$ cat src/dpod_pkg.sv
// Package for the date period overlap block: field widths, date and command
// types, and the month table used by the datapath.
// No dependencies.
package dpod_pkg;

    localparam int YEAR_W  = 14;
    localparam int MONTH_W = 4;
    localparam int DAY_W   = 5;
    localparam int DATE_W  = YEAR_W + MONTH_W + DAY_W;
    localparam int IN_W    = ((4 * DATE_W + 7) / 8) * 8;
    localparam int DAYS_W  = 23;
    localparam int OUT_W   = ((DAYS_W + 1 + 7) / 8) * 8;
    localparam int SER_W   = 22;
    localparam int CUM_W   = 9;

    localparam logic [YEAR_W-1:0]  MAX_YEAR = YEAR_W'(9999);
    localparam logic [MONTH_W-1:0] MARCH    = MONTH_W'(3);

    // floor(x / 100) = (x * RECIP_100) >> RECIP_SHIFT for x below 2**YEAR_W
    localparam int RECIP_W     = 13;
    localparam int RECIP_SHIFT = 19;
    localparam logic [RECIP_W-1:0] RECIP_100 = RECIP_W'(5243);
    localparam int PROD_W      = YEAR_W + RECIP_W;
    localparam int C4_W        = YEAR_W - 2;
    localparam int C100_W      = 7;
    localparam int C400_W      = 5;

    // Packed year-month-day, so a plain compare gives calendar order.
    typedef struct packed {
        logic [YEAR_W-1:0]  y;
        logic [MONTH_W-1:0] m;
        logic [DAY_W-1:0]   d;
    } date_t;

    typedef struct packed {
        logic load;
        logic order;
        logic step_a;
        logic step_b;
        logic step_c;
        logic sel_st;
        logic calc;
        logic load_out;
    } cmd_t;

    // Days before month m in a common year; months past December count all twelve.
    function automatic logic [CUM_W-1:0] month_cum(input logic [MONTH_W-1:0] m);
        logic [CUM_W-1:0] r;
        begin
            case (m)
                4'd2:    r = CUM_W'(31);
                4'd3:    r = CUM_W'(59);
                4'd4:    r = CUM_W'(90);
                4'd5:    r = CUM_W'(120);
                4'd6:    r = CUM_W'(151);
                4'd7:    r = CUM_W'(181);
                4'd8:    r = CUM_W'(212);
                4'd9:    r = CUM_W'(243);
                4'd10:   r = CUM_W'(273);
                4'd11:   r = CUM_W'(304);
                4'd12:   r = CUM_W'(334);
                4'd13, 4'd14, 4'd15: r = CUM_W'(365);
                default: r = '0;
            endcase
            return r;
        end
    endfunction

    function automatic date_t clamp_date(input logic [YEAR_W-1:0] y,
                                         input logic [MONTH_W-1:0] m,
                                         input logic [DAY_W-1:0] d);
        date_t r;
        begin
            r.y = (y > MAX_YEAR) ? MAX_YEAR : y;
            r.m = m;
            r.d = d;
            return r;
        end
    endfunction

endpackage

$ cat src/date_period_overlap_days.sv
// Date period overlap block: counts the days shared by two Gregorian periods.
// Top level; instantiates dpod_ctrl and dpod_datapath, uses dpod_pkg.
//
// Usage:
//   s_* channel: one transfer carries both periods (start and end dates of
//   each). The block takes one item at a time; s_tready is high only while
//   the sequencer is idle.
//   m_* channel: one result per item, the signed overlap day count and the
//   overlap flag. The count is zero when the periods do not overlap.
//   cfg_wen/cfg_wdata: writes include_end_day; write it while idle.
//   Each item passes the ordering step, two three-stage passes of the
//   shared day-number unit and the final count before its result is
//   presented; a new item is taken only once the sequencer is idle again.
//   A finished result sits in the output register; the next item is taken
//   while it waits. If the receiver still stalls when the following count
//   is ready, the sequencer holds that count until the register frees.
//   Reset clears the sequencer, the output valid and include_end_day.
module date_period_overlap_days (
    input  logic                       clk,
    input  logic                       rst_n,
    input  logic                       s_tvalid,
    output logic                       s_tready,
    // first_start_year, first_start_month, first_start_day, first_end_year,
    // first_end_month, first_end_day, second_start_year, second_start_month,
    // second_start_day, second_end_year, second_end_month, second_end_day
    input  logic [dpod_pkg::IN_W-1:0]  s_tdata,
    output logic                       m_tvalid,
    input  logic                       m_tready,
    // overlap_days, overlaps
    output logic [dpod_pkg::OUT_W-1:0] m_tdata,
    input  logic                       cfg_wen,
    input  logic                       cfg_wdata
);
    import dpod_pkg::*;

    cmd_t cmd;

    dpod_ctrl u_ctrl (
        .clk      (clk),
        .rst_n    (rst_n),
        .s_tvalid (s_tvalid),
        .s_tready (s_tready),
        .m_tvalid (m_tvalid),
        .m_tready (m_tready),
        .cmd      (cmd)
    );

    dpod_datapath u_datapath (
        .clk       (clk),
        .rst_n     (rst_n),
        .cmd       (cmd),
        .s_tdata   (s_tdata),
        .cfg_wen   (cfg_wen),
        .cfg_wdata (cfg_wdata),
        .m_tdata   (m_tdata)
    );

endmodule

$ cat src/dpod_ctrl.sv
// Sequencer for the date period overlap block: steps the datapath through
// ordering, two day-number passes and the final count. Uses dpod_pkg.
module dpod_ctrl (
    input  logic           clk,
    input  logic           rst_n,
    input  logic           s_tvalid,
    output logic           s_tready,
    output logic           m_tvalid,
    input  logic           m_tready,
    output dpod_pkg::cmd_t cmd
);
    import dpod_pkg::*;

    typedef enum logic [3:0] {
        ST_IDLE,
        ST_ORDER,
        ST_EN_A,
        ST_EN_B,
        ST_EN_C,
        ST_ST_A,
        ST_ST_B,
        ST_ST_C,
        ST_CALC,
        ST_DONE
    } state_t;

    state_t state_reg, state_next;
    logic   m_tvalid_reg, m_tvalid_next;
    logic   out_free;

    assign s_tready = (state_reg == ST_IDLE);
    assign m_tvalid = m_tvalid_reg;
    assign out_free = !m_tvalid_reg || m_tready;

    always_comb
    begin
        cmd           = '0;
        state_next    = state_reg;
        m_tvalid_next = m_tvalid_reg && !m_tready;
        unique case (state_reg)
            ST_IDLE:
            begin
                if (s_tvalid)
                begin
                    cmd.load   = 1'b1;
                    state_next = ST_ORDER;
                end
            end
            ST_ORDER:
            begin
                cmd.order  = 1'b1;
                state_next = ST_EN_A;
            end
            ST_EN_A:
            begin
                cmd.step_a = 1'b1;
                state_next = ST_EN_B;
            end
            ST_EN_B:
            begin
                cmd.step_b = 1'b1;
                state_next = ST_EN_C;
            end
            ST_EN_C:
            begin
                cmd.step_c = 1'b1;
                state_next = ST_ST_A;
            end
            ST_ST_A:
            begin
                cmd.step_a = 1'b1;
                cmd.sel_st = 1'b1;
                state_next = ST_ST_B;
            end
            ST_ST_B:
            begin
                cmd.step_b = 1'b1;
                cmd.sel_st = 1'b1;
                state_next = ST_ST_C;
            end
            ST_ST_C:
            begin
                cmd.step_c = 1'b1;
                cmd.sel_st = 1'b1;
                state_next = ST_CALC;
            end
            ST_CALC:
            begin
                cmd.calc   = 1'b1;
                state_next = ST_DONE;
            end
            ST_DONE:
            begin
                // hold until the output register is free
                if (out_free)
                begin
                    cmd.load_out  = 1'b1;
                    m_tvalid_next = 1'b1;
                    state_next    = ST_IDLE;
                end
            end
            default:
            begin
                state_next = ST_IDLE;
            end
        endcase
    end

    always_ff @(posedge clk or negedge rst_n)
    begin
        if (!rst_n)
        begin
            state_reg    <= ST_IDLE;
            m_tvalid_reg <= 1'b0;
        end
        else
        begin
            state_reg    <= state_next;
            m_tvalid_reg <= m_tvalid_next;
        end
    end

    a_no_overwrite: assert property (@(posedge clk) disable iff (!rst_n)
        cmd.load_out |-> (!m_tvalid_reg || m_tready))
        else $error("result register loaded while a result is pending");

    a_accept_starts: assert property (@(posedge clk) disable iff (!rst_n)
        (s_tvalid && s_tready) |=> (state_reg == ST_ORDER))
        else $error("accepted transfer did not start the sequence");

    a_done_delivers: assert property (@(posedge clk) disable iff (!rst_n)
        (state_reg == ST_DONE && !m_tvalid_reg) |=> (m_tvalid_reg && state_reg == ST_IDLE))
        else $error("finished count not presented");

endmodule

$ cat src/dpod_datapath.sv
// Datapath for the date period overlap block: date registers, ordering,
// a three-stage day-number unit shared by both dates, and the result register.
// Uses dpod_pkg.
module dpod_datapath (
    input  logic                      clk,
    input  logic                      rst_n,
    input  dpod_pkg::cmd_t            cmd,
    input  logic [dpod_pkg::IN_W-1:0] s_tdata,
    input  logic                      cfg_wen,
    input  logic                      cfg_wdata,
    output logic [dpod_pkg::OUT_W-1:0] m_tdata
);
    import dpod_pkg::*;

    logic include_end_day_reg;

    date_t s1_reg, e1_reg, s2_reg, e2_reg;
    date_t st_reg, en_reg;
    logic  neg_reg, ov_reg;

    // day-number unit stage registers
    logic [YEAR_W-1:0]  y_a_reg;
    logic [MONTH_W-1:0] m_a_reg, m_b_reg;
    logic [DAY_W-1:0]   d_a_reg, d_b_reg;
    logic [SER_W-1:0]   y365_a_reg;
    logic [PROD_W-1:0]  p100_a_reg, p400_a_reg;
    logic [SER_W-1:0]   part_b_reg;
    logic               leap_b_reg;
    logic [SER_W-1:0]   sen_reg, sst_reg;

    logic [DAYS_W-1:0]  days_reg;
    logic [DAYS_W-1:0]  out_days_reg;
    logic               out_ov_reg;

    date_t              st_pick, en_pick, cur;
    logic               ov_next;
    logic [YEAR_W-1:0]  y_99, y_399, y_3;
    logic [C4_W-1:0]    c4;
    logic [C100_W-1:0]  c100;
    logic [C400_W-1:0]  c400;
    logic               div100, div400;
    logic [SER_W-1:0]   ser;
    logic signed [DAYS_W:0] diff, signed_diff;

    always_ff @(posedge clk or negedge rst_n)
    begin
        if (!rst_n)
        begin
            include_end_day_reg <= 1'b0;
        end
        else if (cfg_wen)
        begin
            include_end_day_reg <= cfg_wdata;
        end
    end

    // ordering: later start, earlier end, swapped when reversed
    always_comb
    begin
        ov_next = !((e2_reg < s1_reg) || (e1_reg < s2_reg));
        st_pick = (s2_reg < s1_reg) ? s1_reg : s2_reg;
        en_pick = (e1_reg < e2_reg) ? e1_reg : e2_reg;
    end

    // stage A: reciprocal products and the year term
    assign cur   = cmd.sel_st ? st_reg : en_reg;
    assign y_99  = cur.y + YEAR_W'(99);
    assign y_399 = cur.y + YEAR_W'(399);

    // stage B: century corrections and the leap flag
    assign y_3    = y_a_reg + YEAR_W'(3);
    assign c4     = y_3[YEAR_W-1:2];
    assign c100   = p100_a_reg[RECIP_SHIFT +: C100_W];
    assign c400   = p400_a_reg[RECIP_SHIFT + 2 +: C400_W];
    assign div100 = ((YEAR_W'(c100) * YEAR_W'(100)) == y_a_reg);
    assign div400 = ((YEAR_W'(c400) * YEAR_W'(400)) == y_a_reg);

    // stage C: months and day
    assign ser = part_b_reg + SER_W'(month_cum(m_b_reg))
               + SER_W'(leap_b_reg && (m_b_reg >= MARCH)) + SER_W'(d_b_reg);

    always_comb
    begin
        diff = $signed({2'b00, sen_reg}) - $signed({2'b00, sst_reg})
             + $signed({{DAYS_W{1'b0}}, include_end_day_reg});
        signed_diff = neg_reg ? -diff : diff;
    end

    always_ff @(posedge clk)
    begin
        if (cmd.load)
        begin
            s1_reg <= clamp_date(s_tdata[13:0],  s_tdata[17:14], s_tdata[22:18]);
            e1_reg <= clamp_date(s_tdata[36:23], s_tdata[40:37], s_tdata[45:41]);
            s2_reg <= clamp_date(s_tdata[59:46], s_tdata[63:60], s_tdata[68:64]);
            e2_reg <= clamp_date(s_tdata[82:69], s_tdata[86:83], s_tdata[91:87]);
        end
        if (cmd.order)
        begin
            ov_reg  <= ov_next;
            neg_reg <= (en_pick < st_pick);
            st_reg  <= (en_pick < st_pick) ? en_pick : st_pick;
            en_reg  <= (en_pick < st_pick) ? st_pick : en_pick;
        end
        if (cmd.step_a)
        begin
            y_a_reg    <= cur.y;
            m_a_reg    <= cur.m;
            d_a_reg    <= cur.d;
            y365_a_reg <= SER_W'(cur.y) * SER_W'(365);
            p100_a_reg <= PROD_W'(y_99) * PROD_W'(RECIP_100);
            p400_a_reg <= PROD_W'(y_399) * PROD_W'(RECIP_100);
        end
        if (cmd.step_b)
        begin
            part_b_reg <= y365_a_reg + SER_W'(c4) - SER_W'(c100) + SER_W'(c400);
            leap_b_reg <= div400 || ((y_a_reg[1:0] == 2'b00) && !div100);
            m_b_reg    <= m_a_reg;
            d_b_reg    <= d_a_reg;
        end
        if (cmd.step_c)
        begin
            if (cmd.sel_st)
            begin
                sst_reg <= ser;
            end
            else
            begin
                sen_reg <= ser;
            end
        end
        if (cmd.calc)
        begin
            days_reg <= ov_reg ? signed_diff[DAYS_W-1:0] : '0;
        end
        if (cmd.load_out)
        begin
            out_days_reg <= days_reg;
            out_ov_reg   <= ov_reg;
        end
    end

    assign m_tdata = OUT_W'({out_ov_reg, out_days_reg});

    a_zero_when_apart: assert property (@(posedge clk) disable iff (!rst_n)
        (cmd.load_out && !ov_reg) |=> (out_days_reg == '0))
        else $error("nonzero count for periods that do not overlap");

endmodule
$ cat config.mk
export PLATFORM = sky130hd
export DESIGN_NAME = date_period_overlap_days
export DESIGN_NICKNAME = d
export VERILOG_FILES = /design/src/dpod_pkg.sv /design/src/date_period_overlap_days.sv /design/src/dpod_ctrl.sv /design/src/dpod_datapath.sv
export SDC_FILE = /design/constraint.sdc
export NUM_CORES = 1
export LEC_CHECK = 0
export BUFFER_PORTS_ARGS = -buffer_cell sky130_fd_sc_hd__buf_4
export CAP_MARGIN = 20
export CORE_MARGIN = 2
export CORE_UTILIZATION = 60
export CTS_CLUSTER_SIZE = 14
export DETAILED_ROUTE_END_ITERATION = 8
export PLACE_DENSITY = 0.83
export SLEW_MARGIN = 20
export SYNTH_ARGS = -nofsm -noshare
export SYNTH_HDL_FRONTEND = slang
export SYNTH_HIERARCHICAL = 1
export SYNTH_SLANG_ARGS = --single-unit
$ cat constraint.sdc
create_clock -name clk -period 19.15 [get_ports clk]
set_input_delay 2.8725 -clock clk [delete_from_list [all_inputs] [get_ports clk]]
set_output_delay 2.8725 -clock clk [all_outputs]
set_load 0.01 [all_outputs]
==> results_dict.tcl <==
set metrics [dict create \
    status "complete, no violations" \
    synthesis.nets 3594 \
    cts_buffer_depth 3 \
    end_kind "flip-flop" \
    gp_congestion 0.899 \
    avgSynthCellArea_um2 10.7 \
    place_ws_ns 9.80 \
    grt_max_degree 80 \
    setup_violations 0 \
    slowest_delay_ns 0.85 \
    synth_seq_cells 333 \
    synth.distinct_cells 85 \
    fin_crit_ns 9.35 \
    cts_tree "done" \
    clockRootBuffer "clkbuf_16" \
    hpwl_um 49500 \
    r2r.worst_path.cells 31 \
    antenna_found_initial 0 \
    syn_inst 2808 \
    synth-edff-count 318 \
    r2r_end "u_datapath/p100_a_reg[25]$_DFFE_PP_" \
    core_um2 49200 \
    period_share_pct 48.8 \
    nNetsFinal 3717 \
    route.detailed.drc 0 \
    grt.overflow.total 0 \
    syn_area_um2 30000 \
    io_buffers 123 \
    route.vias.total 20238 \
    avgViaCountPerCell 5.59 \
    rsz0062_at_grt "no" \
    r2r_slack_ns 9.80 \
    final-hold-violation-count 0 \
    maxCapViolations 0 \
    tns_ns 0 \
    synthToLayoutAreaGrowth_pct 9.37 \
    drive_gt1_share_pct 8.25 \
    clock_latency_ns 0.53 \
    cp-start-kind "flip-flop" \
    post_cts_resized 0 \
    antenna_left 0 \
    arrival_ns 9.62 \
    post-cts-setup-buffers 0 \
    drv_slew 0 \
    drtIter0Drc 1278 \
    timing.slew.headroom_pct 30.5 \
    hold_path_class "flip-flop to flip-flop" \
    r2r_start "u_ctrl/state_reg[3]$_DFFE_PN0P_" \
    crit_top_cell "inv_1" \
    ios 128 \
    die_w_um 228 \
    holdBufCountCts 0 \
    yosys_warnings 6 \
    diodes 0 \
    dieArea_um2 51800 \
    grt_pass1_wl_um 99800 \
    numCtsBuffers 35 \
    worst_pin_slew_ns 1.04 \
    synth_top_area_cell "edfxtp_1" \
    synthTopCellsByArea "edfxtp_1, ha_1, fa_1" \
    finalClockSkew_ns 0.0185 \
    hold_path_end "u_datapath/out_days_reg[10]$_DFFE_PP_" \
    cts.sinks 333 \
    worst_slack_ns 9.80 \
    wirelength_um 60600 \
    synthTopCellsByCount "inv_1, ha_1, edfxtp_1" \
    crit_path_top_delay_cell "mux2i_1" \
    holdPathStages 0 \
    path_clk_slew_ns 0.07 \
    grt_util_all_layers_pct 24.1 \
    crit_fanout 25 \
    synthArstFlopShare_pct 1.80 \
    die_h_um 228 \
    crit_type "flip-flop to flip-flop" \
    yosysSeqAreaShare_pct 33.0 \
    rows 81 \
    grt_pass1_vias 20728 \
    wl_per_cell_um 16.8 \
    hold_start "u_datapath/days_reg[10]$_SDFFCE_PN0P_" \
    detail_route.first_pass.iterations 5 \
    htree_levels 2 \
    timing.fmax_ghz 0.107 \
    synth_top_area_share_pct 31.9 \
    critPathRequiredTime_ns 19.42 \
    ys.flop_type "edfxtp_1" \
    post-synth-top-count-cell "inv_1" \
    start_util_pct 61.0 \
]
==> final cells by class <==
class | instances | area [µm²]
Timing Repair Buffer | 138 | 1040
Multi-Input combinational cell | 1872 | 17900
Clock inverter | 20 | 191
Inverter | 551 | 2070
Sequential cell | 333 | 9880
Tap cell | 664 | 831
Clock buffer | 42 | 912
Fill cell | 3626 | 16400
==> layer usage <==
layer  vias to the layer above  share of wire [%]  track usage (%)  wire length [µm]
met1                      9768                 43             30.9             25900
met5                         -                  0                0                 0
met4                         0                3.2             8.20              1960
met3                       110                4.2             2.76              2550
li1                       9852                  -                -                 -
met2                       508                 50             42.4             30200
==> stage by stage <==
stage | hold slack [ns] | area, µm² | cells | utilization [%]
finish | 0.411 | 32800 | 3620 | 66.7
global route | 0.423 | 32800 | 3620 | 66.7
CTS | 0.418 | 32800 | 3620 | 66.7
detailed placement | 0.405 | 31700 | 3558 | 64.4
global placement | 0.402 | 31700 | 3558 | 64.4
floorplan | 0.400 | 30000 | 2808 | -
==> layout by cell type, fill, tap and decap left out, types with 14 or more instances in the layout <==
cell	instances
ha_1	498
a21oi_1	145
and2_1	39
xor2_1	35
nand2b_1	57
and3_1	19
inv_1	550
nand3_1	46
o21ai_0	59
nor3_1	31
nand2_1	69
fa_1	186
edfxtp_1	318
mux2i_1	67
mux2_2	16
nor2_1	137
buf_4	138
clkbuf_16	35
nand4_1	21
a21o_1	63
nor4_1	14
nor2b_1	37
o21a_1	16
xnor2_1	130
==> worst max path at each step <==
stage | from | endpoint | slack [ns] | cells after the start
CTS | u_ctrl/state_reg[3]$_DFFE_PN0P_ | u_datapath/p100_a_reg[25]$_DFFE_PP_ | 9.77 | 31
global route | u_ctrl/state_reg[3]$_DFFE_PN0P_ | u_datapath/p100_a_reg[25]$_DFFE_PP_ | 9.16 | 31
floorplan | u_ctrl/state_reg[3]$_DFFE_PN0P_ | u_datapath/p400_a_reg[25]$_DFFE_PP_ | 11.34 | 28
detailed placement | u_ctrl/state_reg[3]$_DFFE_PN0P_ | u_datapath/p100_a_reg[25]$_DFFE_PP_ | 9.80 | 31
global placement | u_ctrl/state_reg[3]$_DFFE_PN0P_ | u_datapath/p100_a_reg[25]$_DFFE_PP_ | 9.93 | 31
finish | u_ctrl/state_reg[3]$_DFFE_PN0P_ | u_datapath/p100_a_reg[25]$_DFFE_PP_ | 9.80 | 31
==> logic make-up after synthesis <==
family,Yosys count,synth area share [%]
adder cells (fa/ha/maj),684,33.2
buffers and inverters,603,7.70
AND/OR/NAND/NOR,528,9.42
AO/OA/AOI/OAI,411,8.98
flip-flops,333,33.0
XOR/XNOR,165,4.82
multiplexers,84,2.91
==> critical path: cells and delay by family, from the launching register on <==
| kind | cells | cell delay, ns |
|---|---|---|
| muxes | 1 | 0.85 |
| adders and majority gates | 6 | 2.54 |
| AOI/OAI and AO/OA | 9 | 1.95 |
| buffers and inverters | 7 | 1.22 |
| xor gates and xnor gates | 2 | 0.72 |
| DFF | 1 | 0.54 |
| and+or+nand+nor | 6 | 1.24 |
Power is not shown: default switching activity piles up to over one toggle a cycle in this logic, so the estimate is an artifact.
